`src/hw/rtl/assert_macros.svh`:
```
// assertion macros shared by the history interpolator modules
`ifndef ASSERT_MACROS_SVH
`define ASSERT_MACROS_SVH

// same-cycle implication, clocked on clk_i, off while rst_ni is low
`define AHI_ASSERT_IMP(lbl, ante, cons) \
  lbl: assert property (@(posedge clk_i) disable iff (!rst_ni) (ante) |-> (cons)) \
    else $error("assertion failed");

// next-cycle implication, clocked on clk_i, off while rst_ni is low
`define AHI_ASSERT_NXT(lbl, ante, cons) \
  lbl: assert property (@(posedge clk_i) disable iff (!rst_ni) (ante) |=> (cons)) \
    else $error("assertion failed");

`endif

```
`src/hw/rtl/ahi_pkg.sv`:
```
// types and constants of the acceleration history interpolator
package ahi_pkg;

  localparam int unsigned DIV_W = 48;
  localparam int unsigned DVS_W = 33;
  localparam int unsigned PER_W = 20;
  localparam logic [PER_W-1:0] PERIOD_RST = 20'd8000;

  typedef enum logic [1:0] {
    OP_STORE = 2'd0,
    OP_READ  = 2'd1,
    OP_RATE  = 2'd2,
    OP_NONE  = 2'd3
  } op_e;

  typedef enum logic [3:0] {
    ST_IDLE,
    ST_OFS,
    ST_DIVW,
    ST_RDA,
    ST_RDB,
    ST_RDC,
    ST_MUL,
    ST_ADD,
    ST_RATE,
    ST_RWAIT,
    ST_OUT
  } state_e;

  typedef logic [2:0][31:0] vec3_t;

  typedef struct packed {
    logic             start;
    logic [DIV_W-1:0] dividend;
    logic [DVS_W-1:0] divisor;
  } div_req_t;

  typedef struct packed {
    logic             done;
    logic [DIV_W-1:0] quotient;
  } div_rsp_t;

endpackage

```
`src/hw/rtl/ahi_div.sv`:
```
// iterative restoring divider, one quotient bit per cycle
`include "assert_macros.svh"
module ahi_div (
  input  logic             clk_i,
  input  logic             rst_ni,
  input  ahi_pkg::div_req_t req_i,
  output ahi_pkg::div_rsp_t rsp_o
);

  logic                        busy_q, busy_d;
  logic                        done_q, done_d;
  logic [5:0]                  cnt_q, cnt_d;
  logic [ahi_pkg::DVS_W-1:0]   rem_q, rem_d;
  logic [ahi_pkg::DIV_W-1:0]   quo_q, quo_d;
  logic [ahi_pkg::DVS_W-1:0]   dvs_q, dvs_d;
  logic [ahi_pkg::DVS_W:0]     trial;
  logic                        qbit;

  always_comb begin
    busy_d = busy_q;
    done_d = 1'b0;
    cnt_d  = cnt_q;
    rem_d  = rem_q;
    quo_d  = quo_q;
    dvs_d  = dvs_q;
    trial  = {rem_q, quo_q[ahi_pkg::DIV_W-1]};
    qbit   = (trial >= {1'b0, dvs_q});
    if (req_i.start) begin
      busy_d = 1'b1;
      cnt_d  = '0;
      rem_d  = '0;
      quo_d  = req_i.dividend;
      dvs_d  = req_i.divisor;
    end else if (busy_q) begin
      if (qbit) begin
        trial = trial - {1'b0, dvs_q};
      end
      rem_d = trial[ahi_pkg::DVS_W-1:0];
      quo_d = {quo_q[ahi_pkg::DIV_W-2:0], qbit};
      cnt_d = cnt_q + 6'd1;
      if (cnt_q == 6'(ahi_pkg::DIV_W - 1)) begin
        busy_d = 1'b0;
        done_d = 1'b1;
      end
    end
  end

  always_ff @(posedge clk_i or negedge rst_ni) begin
    if (!rst_ni) begin
      busy_q <= 1'b0;
      done_q <= 1'b0;
      cnt_q  <= '0;
    end else begin
      busy_q <= busy_d;
      done_q <= done_d;
      cnt_q  <= cnt_d;
    end
  end

  always_ff @(posedge clk_i) begin
    rem_q <= rem_d;
    quo_q <= quo_d;
    dvs_q <= dvs_d;
  end

  assign rsp_o.done     = done_q;
  assign rsp_o.quotient = quo_q;

  `AHI_ASSERT_IMP(a_div_start_idle, req_i.start, !busy_q)

endmodule

```
`config.mk`:
```
export PLATFORM = sky130hd
export DESIGN_NAME = ahi_div
export DESIGN_NICKNAME = d
export VERILOG_FILES = /design/src/hw/rtl/ahi_pkg.sv /design/src/hw/rtl/ahi_div.sv
export VERILOG_INCLUDE_DIRS = /design/src /design/src/hw/rtl
export SDC_FILE = /design/constraint.sdc
export NUM_CORES = 1
export LEC_CHECK = 0
export BUFFER_PORTS_ARGS = -buffer_cell sky130_fd_sc_hd__clkbuf_2
export CORE_ASPECT_RATIO = 2
export CORE_MARGIN = 1.5
export CORE_UTILIZATION = 55
export DETAILED_ROUTE_END_ITERATION = 16
export HOLD_SLACK_MARGIN = 0.05
export PLACE_DENSITY = 0.85
export SLEW_MARGIN = 5
export SYNTH_ARGS = -nofsm -noshare
export SYNTH_HDL_FRONTEND = slang
export SYNTH_SLANG_ARGS = --single-unit
```
`constraint.sdc`:
```
create_clock -name clk_i -period 5.2 [get_ports clk_i]
set_input_delay 0.26 -clock clk_i [delete_from_list [all_inputs] [get_ports clk_i]]
set_output_delay 0.26 -clock clk_i [all_outputs]
set_load 0.02 [all_outputs]
```
* Yosys cells after proc, flatten, opt, wreduce, memory -nomap -nowiden
Cells that the tools add are included.
** Cells by class
- $add $sub $neg :: 2
- Magnitude comparators :: 1
- Equal/unequal tests :: 1
- Mux-type cells :: 11
- Reduce and logical (&&, ||, !) cells :: 1
** Operators with widths (number)
- $mux W48 :: 2
- $ge A34 B33 Y1 :: 1
- $mux W33 :: 1
- $sub A33 B33 Y33 :: 1
- $mux W6 :: 2
- $add A6 B1 Y6 const B :: 1
- $eq A6 B6 Y1 const B :: 1
- $mux W1 :: 6
- $reduce_bool A2 Y1 :: 1
** Storage, ports and cells
- Flip-flop bits (word level) :: 122
- Bits of input ports :: 84
- Output and inout bits :: 49
- Logic and storage cells :: 22

* Logic depth before layout (Yosys ltp)
Gate-level depths: netlist of the first run.
- Depth after elaboration :: 4
- Gate-level depth with buffers :: 14
- Mapped depth without buffers :: 13

* Worst setup path after synthesis of the first run
OpenSTA, ideal clock, no wires.
- Kind :: reg-to-reg
- From :: register quo_q[47] (netlist bit)
- To :: register rem_q[28] (netlist bit)
- Library setup time :: 0.070 ns
- Arrival :: 3.175 ns
- Required time :: 5.130 ns
- Setup slack :: 1.956 ns
- Stages on the path, launching flop included :: 13
- Path buffers :: 0
- Clock period less this slack :: 3.244 ns
- Path through :: edfxtp_1 -> inv_1 -> ha_1 -> inv_1 -> fa_1 -> a21o_1 -> a311o_1 -> nand3_1 -> a21oi_1 -> o311ai_0 -> a211oi_1 -> or4_1 -> a21oi_1
** On the way
- Longest elaborated chain between the ends :: 2
- Elaborated cells between the ends (all ways) :: 3
- Classes of those cells :: add/sub: 1; order compare: 1; mux: 1
** Ends and longest elaborated chain
- start, declared :: RTL line ahi_div.sv:14 : logic [ahi_pkg::DIV_W-1:0] quo_q, quo_d;
- start signal, assigned :: RTL line ahi_div.sv:62 : quo_q <= quo_d;
- $sub A33 B33 Y33 / $ge A34 B33 Y1 (equally long branches) :: RTL line ahi_div.sv:36, ahi_div.sv:27
- $mux W33 (*) :: RTL line ahi_div.sv:35 : if (qbit) begin
- end signal, assigned :: RTL line ahi_div.sv:61 : rem_q <= rem_d;
- end, declared :: RTL line ahi_div.sv:13 : logic [ahi_pkg::DVS_W-1:0] rem_q, rem_d;
Every way passes the cells marked *; elsewhere a longest branch is shown, timed or not.
A chain may end at the register's enable or synchronous reset.

* Final worst setup path of the first run
- From :: register quo_q[47] (netlist bit)
- To :: register rem_q[12] (netlist bit)
Same word-level chain as after synthesis.

==> flow_metrics.env, run 1 <==
export IMPL_status="finished, final reports clean"
export IMPL_final_cell_mix="clkbuf_2 (131), edfxtp_1 (81), nand2_1 (70)"
export IMPL_coreArea_um2=12100
export IMPL_drt_first_pass_iters=5
export IMPL_wl_per_cell_um=18.1
export IMPL_final_common_cell="clkbuf_2"
export IMPL_syn_area_um2=6810
export IMPL_synth_edf_count=81
export IMPL_synth_area_leaders="edfxtp_1 (36%), dfxtp_1 (9.7%), mux2_2 (7.9%)"
export IMPL_syn_num_nets=766
export IMPL_cts_root_buf="clkbuf_16"
export IMPL_setup_viol_count_final=0
export IMPL_track_usage_pct=28.0
export IMPL_yosys_area_share_xor_xnor_pct=3.34
export IMPL_fin_ws_ps=1590
export IMPL_diodes=0
export IMPL_routed_wirelength_um=17500
export IMPL_num_vias=5724
export IMPL_tightest_slew_ps=1090
export IMPL_synth_seq_cells=122
export IMPL_max_slew_margin_pct=27.1
export IMPL_antenna_found_initial=0
export IMPL_numClockSinks=122
export IMPL_rsz0062_at_grt="no"
export IMPL_hold_violations=0
export IMPL_synth_compound_area_share_pct=15.8
export IMPL_min_path_type="input pin to flop"
export IMPL_power_w=0.00412
export IMPL_floorplan_initialDensity_pct=56.2
export IMPL_grt_pass1_wl_um=28200
export IMPL_postSynthAreaPerCell_um2=10.5
export IMPL_max_cap_violations=0
export IMPL_drive_gt1_share_pct=28.2
export IMPL_synth_top_family_by_area="compound AO/OA/AOI/OAI gates"
export IMPL_crit_family="compound AO/OA/AOI/OAI gates"
export IMPL_grt_max_degree=75
export IMPL_ys_flop_type="edfxtp_1"
export IMPL_leakagePower_nw=3.81
export IMPL_grt_ovfl_total=0
export IMPL_fin_skew_ps=8.12
export IMPL_hold_ws_ps=138
export IMPL_fin_nets=923
export IMPL_fp_row_count=57
export IMPL_worstPathMaxFanout=32
export IMPL_synthMuxAreaShare_pct=8.53
export IMPL_crit_type="flop to flop"
export IMPL_ys_async_sr_fraction_pct=6.56
export IMPL_drt_iter0_markers=286
export IMPL_synth_warnings=0
export IMPL_ant_nets=0
export IMPL_path_clk_slew_ps=70
export IMPL_pre_cts_slack_ps=1600
export IMPL_fp_dieArea_um2=13100
export IMPL_num_io_pins=133
export IMPL_crit_top_cell="inv_1"
export IMPL_vdd_ir_drop_max_uv=309
export IMPL_synth_largest_area_cell="edfxtp_1"
export IMPL_crit_slowest_cell="o21ba_2"
export IMPL_power_density_nw_per_um2=488
export IMPL_numCtsBuffers=17
export IMPL_die_h_um=160
export IMPL_finalSetupTns_ps=0
export IMPL_critical_path_max_stage_delay_ps=670
export IMPL_synth_top_area_share_pct=35.7
export IMPL_cp_arrival_ps=3940
export IMPL_numPortBuffers=132
export IMPL_insertion_delay_ps=420
export IMPL_ys_seq_area_share_pct=48.4
export IMPL_cp_data_required_time_ps=5530
export IMPL_path_cells="inv_1, ha_1, inv_1, fa_1, a21o_1, a311o_1, nand3_1, a2111oi_4, a31oi_4, o21ba_2, or3_1, mux2i_1, nor4_1"
export IMPL_yosys_area_share_simple_pct=12.4
export IMPL_fmax_mhz=277
export IMPL_yosys_area_share_adder_pct=6.54
export IMPL_min_period_over_period_pct=69.4
export IMPL_clock_path_buffers=2
export IMPL_dieWidth_um=81.7
export IMPL_critPathLaunchType="flop"
export IMPL_area_delta_synth_final_pct=23.9
export IMPL_worstSetupEndpointType="flop"
export IMPL_cts_tree="done"
export IMPL_slew_viol_final=0
export IMPL_drc_errors=0
export IMPL_cts_resized=0
export IMPL_grt_pass1_vias=6049
export IMPL_synth_cell_type_count=66
export IMPL_avgViaCountPerCell=5.94
export IMPL_post_dp_hpwl_um=12100
export IMPL_place_gp_congestion=0.961
export IMPL_finalCriticalPeriod_ps=3610
export IMPL_path_buf_inv=2
export IMPL_syn_inst=647
export IMPL_htreeDepth=4
-- cell type report --
type | count | area (um2)
clock buffer | 17 | 425
clock inverter | 15 | 156
fill | 893 | 3690
inverter | 47 | 176
multi-input combinational | 447 | 3170
sequential | 122 | 3290
tap | 147 | 184
timing repair buffer | 169 | 1030
-- cell families after synthesis --
group	after synthesis
adder cells (fa/ha/maj)	35
buffers and inverters	78
AO/OA/AOI/OAI	152
multiplexers	52
AND/OR/NAND/NOR	182
flip-flops	122
XOR/XNOR	26
-- metrics by stage --
step / instances / cell area, um2 / util, %
floorplan: 647 / 6810 / -
global placement: 898 / 7510 / 62.0
detailed placement: 898 / 7510 / 62.0
CTS: 964 / 8430 / 69.6
global route: 964 / 8430 / 69.6
finish: 964 / 8430 / 69.6
-- registers in the layout, indices dropped and copies added (netlist names) --
name,flops
cnt_q,6
rem_q,33
quo_q,48
busy_q,1
done_q,1
dvs_q,33
-- synth_stat cells (all sizes together) (3+ instances only) --
cell	n
a211oi	7
a21o	23
a21oi	41
a221oi	3
a311oi	21
a31oi	8
and2	4
and3	5
buf	10
clkbuf	21
dfrtp	8
dfxtp	33
edfxtp	81
ha	34
inv	47
mux2	48
mux2i	4
nand2	71
nand2b	3
nand3	11
nand4	7
nor2	49
nor2b	3
nor3	9
nor4	4
o21ai	22
o21bai	5
o31a	3
or3	5
or4	3
xnor2	15
xor2	11
-- power by group --
group | switching [W] | leakage, nW | internal [W]
registers | 0.000122 | 1.21 | 0.00122
clock network | 0.000508 | 0.283 | 0.000678
logic | 0.000958 | 2.32 | 0.000637
total | 0.00159 | 3.81 | 0.00253
-- worst paths after layout --
check                                        from                endpoint  slack, ps  depth (start not counted)
hold / removal                          req_i[41]      quo_q[8]$_DFFE_PP_        140                          2
setup / recovery              quo_q[47]$_DFFE_PP_  rem_q[12]$_SDFFE_PP0P_       1590                         13
min in group asynchronous                  rst_ni        done_q$_DFF_PN0_        240                          2
max in group asynchronous                  rst_ni    cnt_q[4]$_DFFE_PN0P_       4760                          2
setup reg to reg              quo_q[47]$_DFFE_PP_  rem_q[12]$_SDFFE_PP0P_       1590                         13
hold reg to reg            rem_q[12]$_SDFFE_PP0P_  rem_q[13]$_SDFFE_PP0P_        500                          2
-- timing repair --
item / in CTS / in global routing
endpoints found under the hold margin: 41 / 0
hold buffers: 34 / 0
setup buffers: 0 / 0
-- per-layer routing --
metal	GRT usage [%]	vias up	wire length, um
met5	0	-	0
met4	14.9	0	644
met3	6.31	59	987
met2	50.5	264	9560
met1	28.7	2712	6270
li1	-	2689	-
Power figures use the tool's default switching activity.
==> run 2: changes to the inputs <==
- ABC_AREA: unset -> 1
- PLACE_DENSITY: 0.85 -> 0.83
- clock period: 5.2 -> 3.6 ns (I/O delays scaled with it)
==> run 2 against run 1 <==
Worst setup slack worse by 950 ps. Critical path type unchanged. Critical endpoint is now rem_q[1]$_SDFFE_PP0P_. Clock power increased by 45%. Final area increased by 16%. Largest power group unchanged. Via count increased by 33%.
==> flow_metrics.env, run 2 <==
export IMPL_synth_cell_type_count=34
export IMPL_post_dp_hpwl_um=13500
export IMPL_combPwrFrac_pct=48.2
export IMPL_ant_nets=0
export IMPL_ys_flop_type="edfxtp_1"
export IMPL_p_clk_share_pct=23.9
export IMPL_regMostFlops="quo_q"
export IMPL_grt_pass1_vias=7579
export IMPL_crit_type="flop to flop"
export IMPL_max_slew_margin_pct=41.6
export IMPL_numClockSinks=122
export IMPL_grt_ovfl_total=0
export IMPL_grt_max_degree=70
export IMPL_htreeDepth=4
export IMPL_cts_tree="done"
export IMPL_critPathLaunchType="flop"
export IMPL_synth_top_area_share_pct=31.7
export IMPL_path_clk_slew_ps=60
export IMPL_rsz0062_at_grt="no"
export IMPL_synth_edf_count=81
export IMPL_antenna_found_initial=0
export IMPL_worstPathMaxFanout=35
export IMPL_finalCriticalPeriod_ps=2960
export IMPL_worstSetupEndpointType="flop"
export IMPL_synth_warnings=0
export IMPL_fin_ws_ps=641
export IMPL_numPortBuffers=132
export IMPL_syn_num_nets=1194
export IMPL_synth_most_common_cell="nand2_1"
export IMPL_ys_async_sr_fraction_pct=6.56
export IMPL_finalSetupTns_ps=0
export IMPL_slew_viol_final=0
export IMPL_vdd_ir_drop_max_uv=453
export IMPL_diodes=0
export IMPL_fp_row_count=61
export IMPL_hold_violations=0
export IMPL_largest_reg_flops=48
export IMPL_routed_wirelength_um=21400
export IMPL_insertion_delay_ps=420
export IMPL_floorplan_initialDensity_pct=55.9
export IMPL_cp_arrival_ps=3320
export IMPL_coreArea_um2=13700
export IMPL_synth_seq_cells=122
export IMPL_final_cells=1445
export IMPL_area_delta_synth_final_pct=26.9
export IMPL_cts_root_buf="clkbuf_16"
export IMPL_path_buf_inv=2
export IMPL_sw_frac_of_total_pct=43.5
export IMPL_grt_met3_usage_pct=5.43
export IMPL_setup_viol_count_final=0
export IMPL_seqPwrFrac_pct=27.8
export IMPL_drt_first_pass_iters=7
export IMPL_reg_top3="quo_q (48), dvs_q (33), rem_q (33)"
export IMPL_pre_cts_slack_ps=767
export IMPL_die_h_um=170
export IMPL_fin_nets=1394
export IMPL_switchingPower_w=0.00314
export IMPL_min_period_over_period_pct=82.2
export IMPL_fmax_mhz=338
export IMPL_busiest_layer="met2"
export IMPL_final_cell_mix="nand2_1 (502), inv_1 (164), clkbuf_2 (131)"
export IMPL_crit_slowest_cell="edfxtp_1"
export IMPL_cts_setup_buffers=0
export IMPL_drt_iter0_markers=601
export IMPL_cp_data_required_time_ps=3960
export IMPL_synth_area_leaders="edfxtp_1 (32%), nand2_1 (25%), dfxtp_1 (8.6%)"
export IMPL_numCtsBuffers=17
export IMPL_syn_inst=1075
export IMPL_drive_gt1_share_pct=14.6
export IMPL_fin_util_pct=71.0
export IMPL_grt_pass1_wl_um=34500
export IMPL_fp_dieArea_um2=14700
export IMPL_synth_common_cells="nand2_1 (502), inv_1 (165), edfxtp_1 (81), nand3_1 (51), nor2_1 (50)"
export IMPL_place_gp_congestion=1.06
export IMPL_fin_skew_ps=14.2
export IMPL_crit_family="simple AND/OR/NAND/NOR gates"
export IMPL_met2_usage_pct=51.1
export IMPL_clock_path_buffers=2
export IMPL_synth_largest_area_cell="edfxtp_1"
export IMPL_power_density_nw_per_um2=741
export IMPL_avgViaCountPerCell=5.26
export IMPL_ys_seq_area_share_pct=42.9
export IMPL_status="finished, final reports clean"
export IMPL_critical_path_max_stage_delay_ps=410
export IMPL_p_int_w=0.00408
export IMPL_dp_cells=1341
export IMPL_dieWidth_um=86.6
export IMPL_power_w=0.00722
export IMPL_postSynthAreaPerCell_um2=7.15
export IMPL_wl_per_cell_um=14.8
export IMPL_path_cells="inv_1, ha_1, inv_1, fa_1, nand2_1, nand2_2, nand3b_4, nand2_2, nand2_1, nand2_2, nand2_2, nand2_2, nand2_4, nand2_4, nand2_1, nand3_1, nand2_1"
export IMPL_met1_usage_pct=34.2
export IMPL_syn_area_um2=7680
export IMPL_drc_errors=0
export IMPL_crit_top_cell="nand2_2"
export IMPL_max_cap_violations=0
export IMPL_num_vias=7604
export IMPL_track_usage_pct=29.8
export IMPL_num_io_pins=133
export IMPL_tightest_slew_ps=875
export IMPL_final_common_cell="nand2_1"
export IMPL_min_path_type="input pin to flop"
export IMPL_leakagePower_nw=5.31
run 2: changes by cell type in the layout (fill, tap and decap cells not counted), moves of 21 or more:
| cell | change |
|---|---|
| dlygate4sd3_1 | +38 |
| mux2_2 | -48 |
| nand2_1 | +432 |
| inv_1 | +117 |
| nand3b_1 | +42 |
| a21o_1 | -22 |
| a311oi_1 | -21 |
| nand3_1 | +40 |
run 2: power groups by stage:
stage / logic (W) / registers, W / clock network [W]
after floorplan: 0.00259 / 0.00203 / 0
after global placement: 0.00321 / 0.00201 / 0
after detailed placement: 0.00330 / 0.00201 / 0
after CTS: 0.00340 / 0.00200 / 0.00174
after global routing: 0.00390 / 0.00204 / 0.00180
final: 0.00349 / 0.00201 / 0.00173
run 2: final cells by class:
class	instances	area (um2)
inverter	166	623
clock inverter	15	173
fill	1030	3980
timing repair buffer	209	1420
sequential	122	3290
tap	157	196
multi-input combinational	759	3630
clock buffer	17	425
run 2: final timing paths:
check | start | endpoint | slack (ps) | cells past startpoint
setup / recovery | quo_q[47]$_DFFE_PP_ | rem_q[1]$_SDFFE_PP0P_ | 640 | 17
hold / removal | req_i[73] | quo_q[40]$_DFFE_PP_ | 50 | 3
setup reg to reg | quo_q[47]$_DFFE_PP_ | rem_q[1]$_SDFFE_PP0P_ | 640 | 17
hold reg to reg | rem_q[6]$_SDFFE_PP0P_ | rem_q[6]$_SDFFE_PP0P_ | 470 | 2
max in group asynchronous | rst_ni | done_q$_DFF_PN0_ | 3250 | 2
min in group asynchronous | rst_ni | cnt_q[3]$_DFFE_PN0P_ | 170 | 2
run 2: repair_timing:
item                                    4_1_cts  5_1_grt
endpoints found under the setup margin        0        0
gates resized for setup                       0        0
hold buffers                                 72        0
endpoints found under the hold margin        79        0
run 2: through the flow:
stage	instance area [um2]	hold WS (ps)
2_1_floorplan	7680	-116
3_3_place_gp	8440	35.5
3_5_place_dp	8440	35.5
4_1_cts	9760	52.0
5_1_grt	9760	51.6
6_report	9760	49.2
run 2: layer usage:
| layer | wire length (um) | share of wire, % |
|---|---|---|
| met4 | 978 | 4.6 |
| met1 | 8360 | 39 |
| met3 | 1220 | 5.7 |
| met5 | 0 | 0 |
| met2 | 10900 | 51 |
run 2: kinds of logic after synthesis:
group / Yosys count / synth area share (%)
adders and majority gates: 35 / 5.80
DFF: 122 / 42.9
buffers and inverters: 194 / 10.0
xor gates and xnor gates: 15 / 1.71
and+or+nand+nor: 680 / 37.6
AOI/OAI and AO/OA: 29 / 2.00
run 2: worst min-delay path, stage by stage:
cell	delay (ps)
clkbuf_2	80
nand2_1	50
nand2_1	50
==> run 3: changes to the inputs <==
- CORE_UTILIZATION: 55 -> 52
- clock period: 3.6 -> 2.65 ns (I/O delays scaled with it)
==> run 3 against run 2 <==
Final cell count increased by 3.5%. Worst setup slack worse by 450 ps. Routed wire length grew 5.9%. Sequential cell count did not move. Worst hold slack better by 41 ps. Clock skew shrank 6.4 ps. First-iteration DRC count shrank 24%. Sequential share of layout area fell by 0.54 points. Clock power grew 30%. Critical endpoint is now quo_q[0]$_DFFE_PP_. Highest routed layer unchanged.
==> flow_metrics.env, run 3 (same netlist as run 2, synthesis figures left out) <==
export IMPL_status="finished, final reports clean"
export IMPL_area_delta_synth_final_pct=29.0
export IMPL_reg_top3="quo_q (48), dvs_q (33), rem_q (33)"
export IMPL_fillers=1180
export IMPL_crit_type="flop to flop"
export IMPL_largest_reg_flops=48
export IMPL_fin_util_pct=68.7
export IMPL_fp_row_count=62
export IMPL_path_clk_slew_ps=60
export IMPL_sw_frac_of_total_pct=42.7
export IMPL_avgViaCountPerCell=5.10
export IMPL_htreeDepth=4
export IMPL_grt_ovfl_total=0
export IMPL_rr_worst_depth=15
export IMPL_place_gp_congestion=0.977
export IMPL_seqPwrFrac_pct=28.0
export IMPL_vdd_ir_drop_max_uv=592
export IMPL_p_int_w=0.00563
export IMPL_min_period_over_period_pct=92.6
export IMPL_die_h_um=175
export IMPL_rsz0062_at_grt="no"
export IMPL_grt_max_degree=75
export IMPL_fin_skew_ps=7.78
export IMPL_fin_nets=1409
export IMPL_final_common_cell="nand2_1"
export IMPL_crit_reg2reg_capture="quo_q[0]$_DFFE_PP_"
export IMPL_track_usage_pct=30.8
export IMPL_num_io_pins=133
export IMPL_fp_dieArea_um2=15600
export IMPL_power_density_nw_per_um2=991
export IMPL_numClockSinks=122
export IMPL_drc_errors=0
export IMPL_grt_pass1_vias=7906
export IMPL_hold_violations=0
export IMPL_routed_wirelength_um=22700
export IMPL_multi_input_area_um2=3630
export IMPL_max_slew_margin_pct=41.2
export IMPL_diodes=0
export IMPL_ant_nets=0
export IMPL_finalCriticalPeriod_ps=2460
export IMPL_leakagePower_nw=5.36
export IMPL_p_clk_share_pct=22.9
export IMPL_drive_gt1_share_pct=14.5
export IMPL_worstPathMaxFanout=15
export IMPL_fin_area_um2=9910
export IMPL_cts_root_buf="clkbuf_16"
export IMPL_numCtsBuffers=17
export IMPL_ff_latch_area_um2=3290
export IMPL_min_path_type="input pin to asynchronous set/reset pin"
export IMPL_dieWidth_um=89.0
export IMPL_post_dp_hpwl_um=15200
export IMPL_max_cap_violations=0
export IMPL_coreArea_um2=14400
export IMPL_antenna_found_initial=0
export IMPL_drt_first_pass_iters=5
export IMPL_setup_viol_count_final=0
export IMPL_floorplan_initialDensity_pct=53.3
export IMPL_final_cell_mix="nand2_1 (502), inv_1 (164), clkbuf_2 (131)"
export IMPL_finalSetupTns_ps=0
export IMPL_critPathLaunchType="flop"
export IMPL_regMostFlops="quo_q"
export IMPL_worstSetupEndpointType="flop"
export IMPL_rrSetupSlack_ps=190
export IMPL_grt_pass1_wl_um=36500
export IMPL_cts_tree="done"
export IMPL_slew_viol_final=0
export IMPL_place_area_um2=8520
export IMPL_tightest_slew_ps=881
export IMPL_numPortBuffers=132
export IMPL_switchingPower_w=0.00419
export IMPL_insertion_delay_ps=420
export IMPL_cp_arrival_ps=2590
export IMPL_combPwrFrac_pct=49.2
export IMPL_num_vias=7628
export IMPL_cp_data_required_time_ps=2790
export IMPL_drt_iter0_markers=456
export IMPL_clock_path_buffers=2
export IMPL_r2r_start="quo_q[47]$_DFFE_PP_"
export IMPL_fmax_mhz=407
export IMPL_wl_per_cell_um=15.2
==> run 3: per-stage QoR <==
stage	worst slack, ps	cells	hold WS (ps)	total power [W]
global route	16.7	1495	114	0.0106
global placement	331	1381	-8.59	0.00726
CTS	197	1495	84.2	0.00975
floorplan	300	1075	-163	0.00628
detailed placement	244	1381	-12.0	0.00737
finish	195	1495	90.6	0.00983
==> run 3: critical path: stages (launching register included) <==
cell and delay [ps]:
edfxtp_1 370, inv_1 90, ha_1 140, inv_1 80, fa_1 420, nand2_1 100, nand2_2 90, nand3b_4 80
nand2_2 70, nand2_1 70, nand2_2 80, nand2_2 80, nand2_2 70, nand2_4 100, buf_4 220, a31oi_1 110
==> run 3: timing repair <==
action / CTS / global route
buffers inserted: 0 / 0
gates resized for setup: 0 / 2
hold buffers: 82 / 0
setup endpoints to repair: 0 / 3
endpoints found under the hold margin: 94 / 0
==> run 3: area by class of cell <==
class                   count  share of cell area (%)
multi-input cells         759                    36.7
flip-flops and latches    122                    33.2
repair buffers            224                    15.8
inverters                 166                    6.29
clock buffers              18                    4.33
well taps                 192                    2.42
clock inverters            14                    1.31
==> run 3: power by group through the flow <==
stage                     registers (W)  clock network [W]  logic [W]
after floorplan                 0.00276                  0    0.00351
after global placement          0.00276                  0    0.00450
after CTS                       0.00274            0.00226    0.00476
after global routing            0.00279            0.00233    0.00543
after detailed placement        0.00276                  0    0.00461
final                           0.00275            0.00225    0.00483
==> run 3: how the worst max path moves through the flow <==
stage / startpoint / end / slack [ps] / depth (start not counted)
after floorplan: quo_q[47]$_DFFE_PP_ / quo_q[0]$_DFFE_PP_ / 300 / 15
after global placement: quo_q[47]$_DFFE_PP_ / rem_q[21]$_SDFFE_PP0P_ / 330 / 17
after detailed placement: quo_q[47]$_DFFE_PP_ / rem_q[18]$_SDFFE_PP0P_ / 240 / 17
after CTS: quo_q[47]$_DFFE_PP_ / rem_q[18]$_SDFFE_PP0P_ / 200 / 17
after global routing: quo_q[47]$_DFFE_PP_ / rem_q[18]$_SDFFE_PP0P_ / 20 / 17
final: quo_q[47]$_DFFE_PP_ / quo_q[0]$_DFFE_PP_ / 190 / 15
==> run 3: metal layers <==
metal,up-vias,share of wire (%),track usage [%]
li1,3756,-,-
met1,3409,33,30.0
met2,367,55,56.8
met3,96,6.1,5.81
met4,0,5.9,19.5
met5,-,0,0
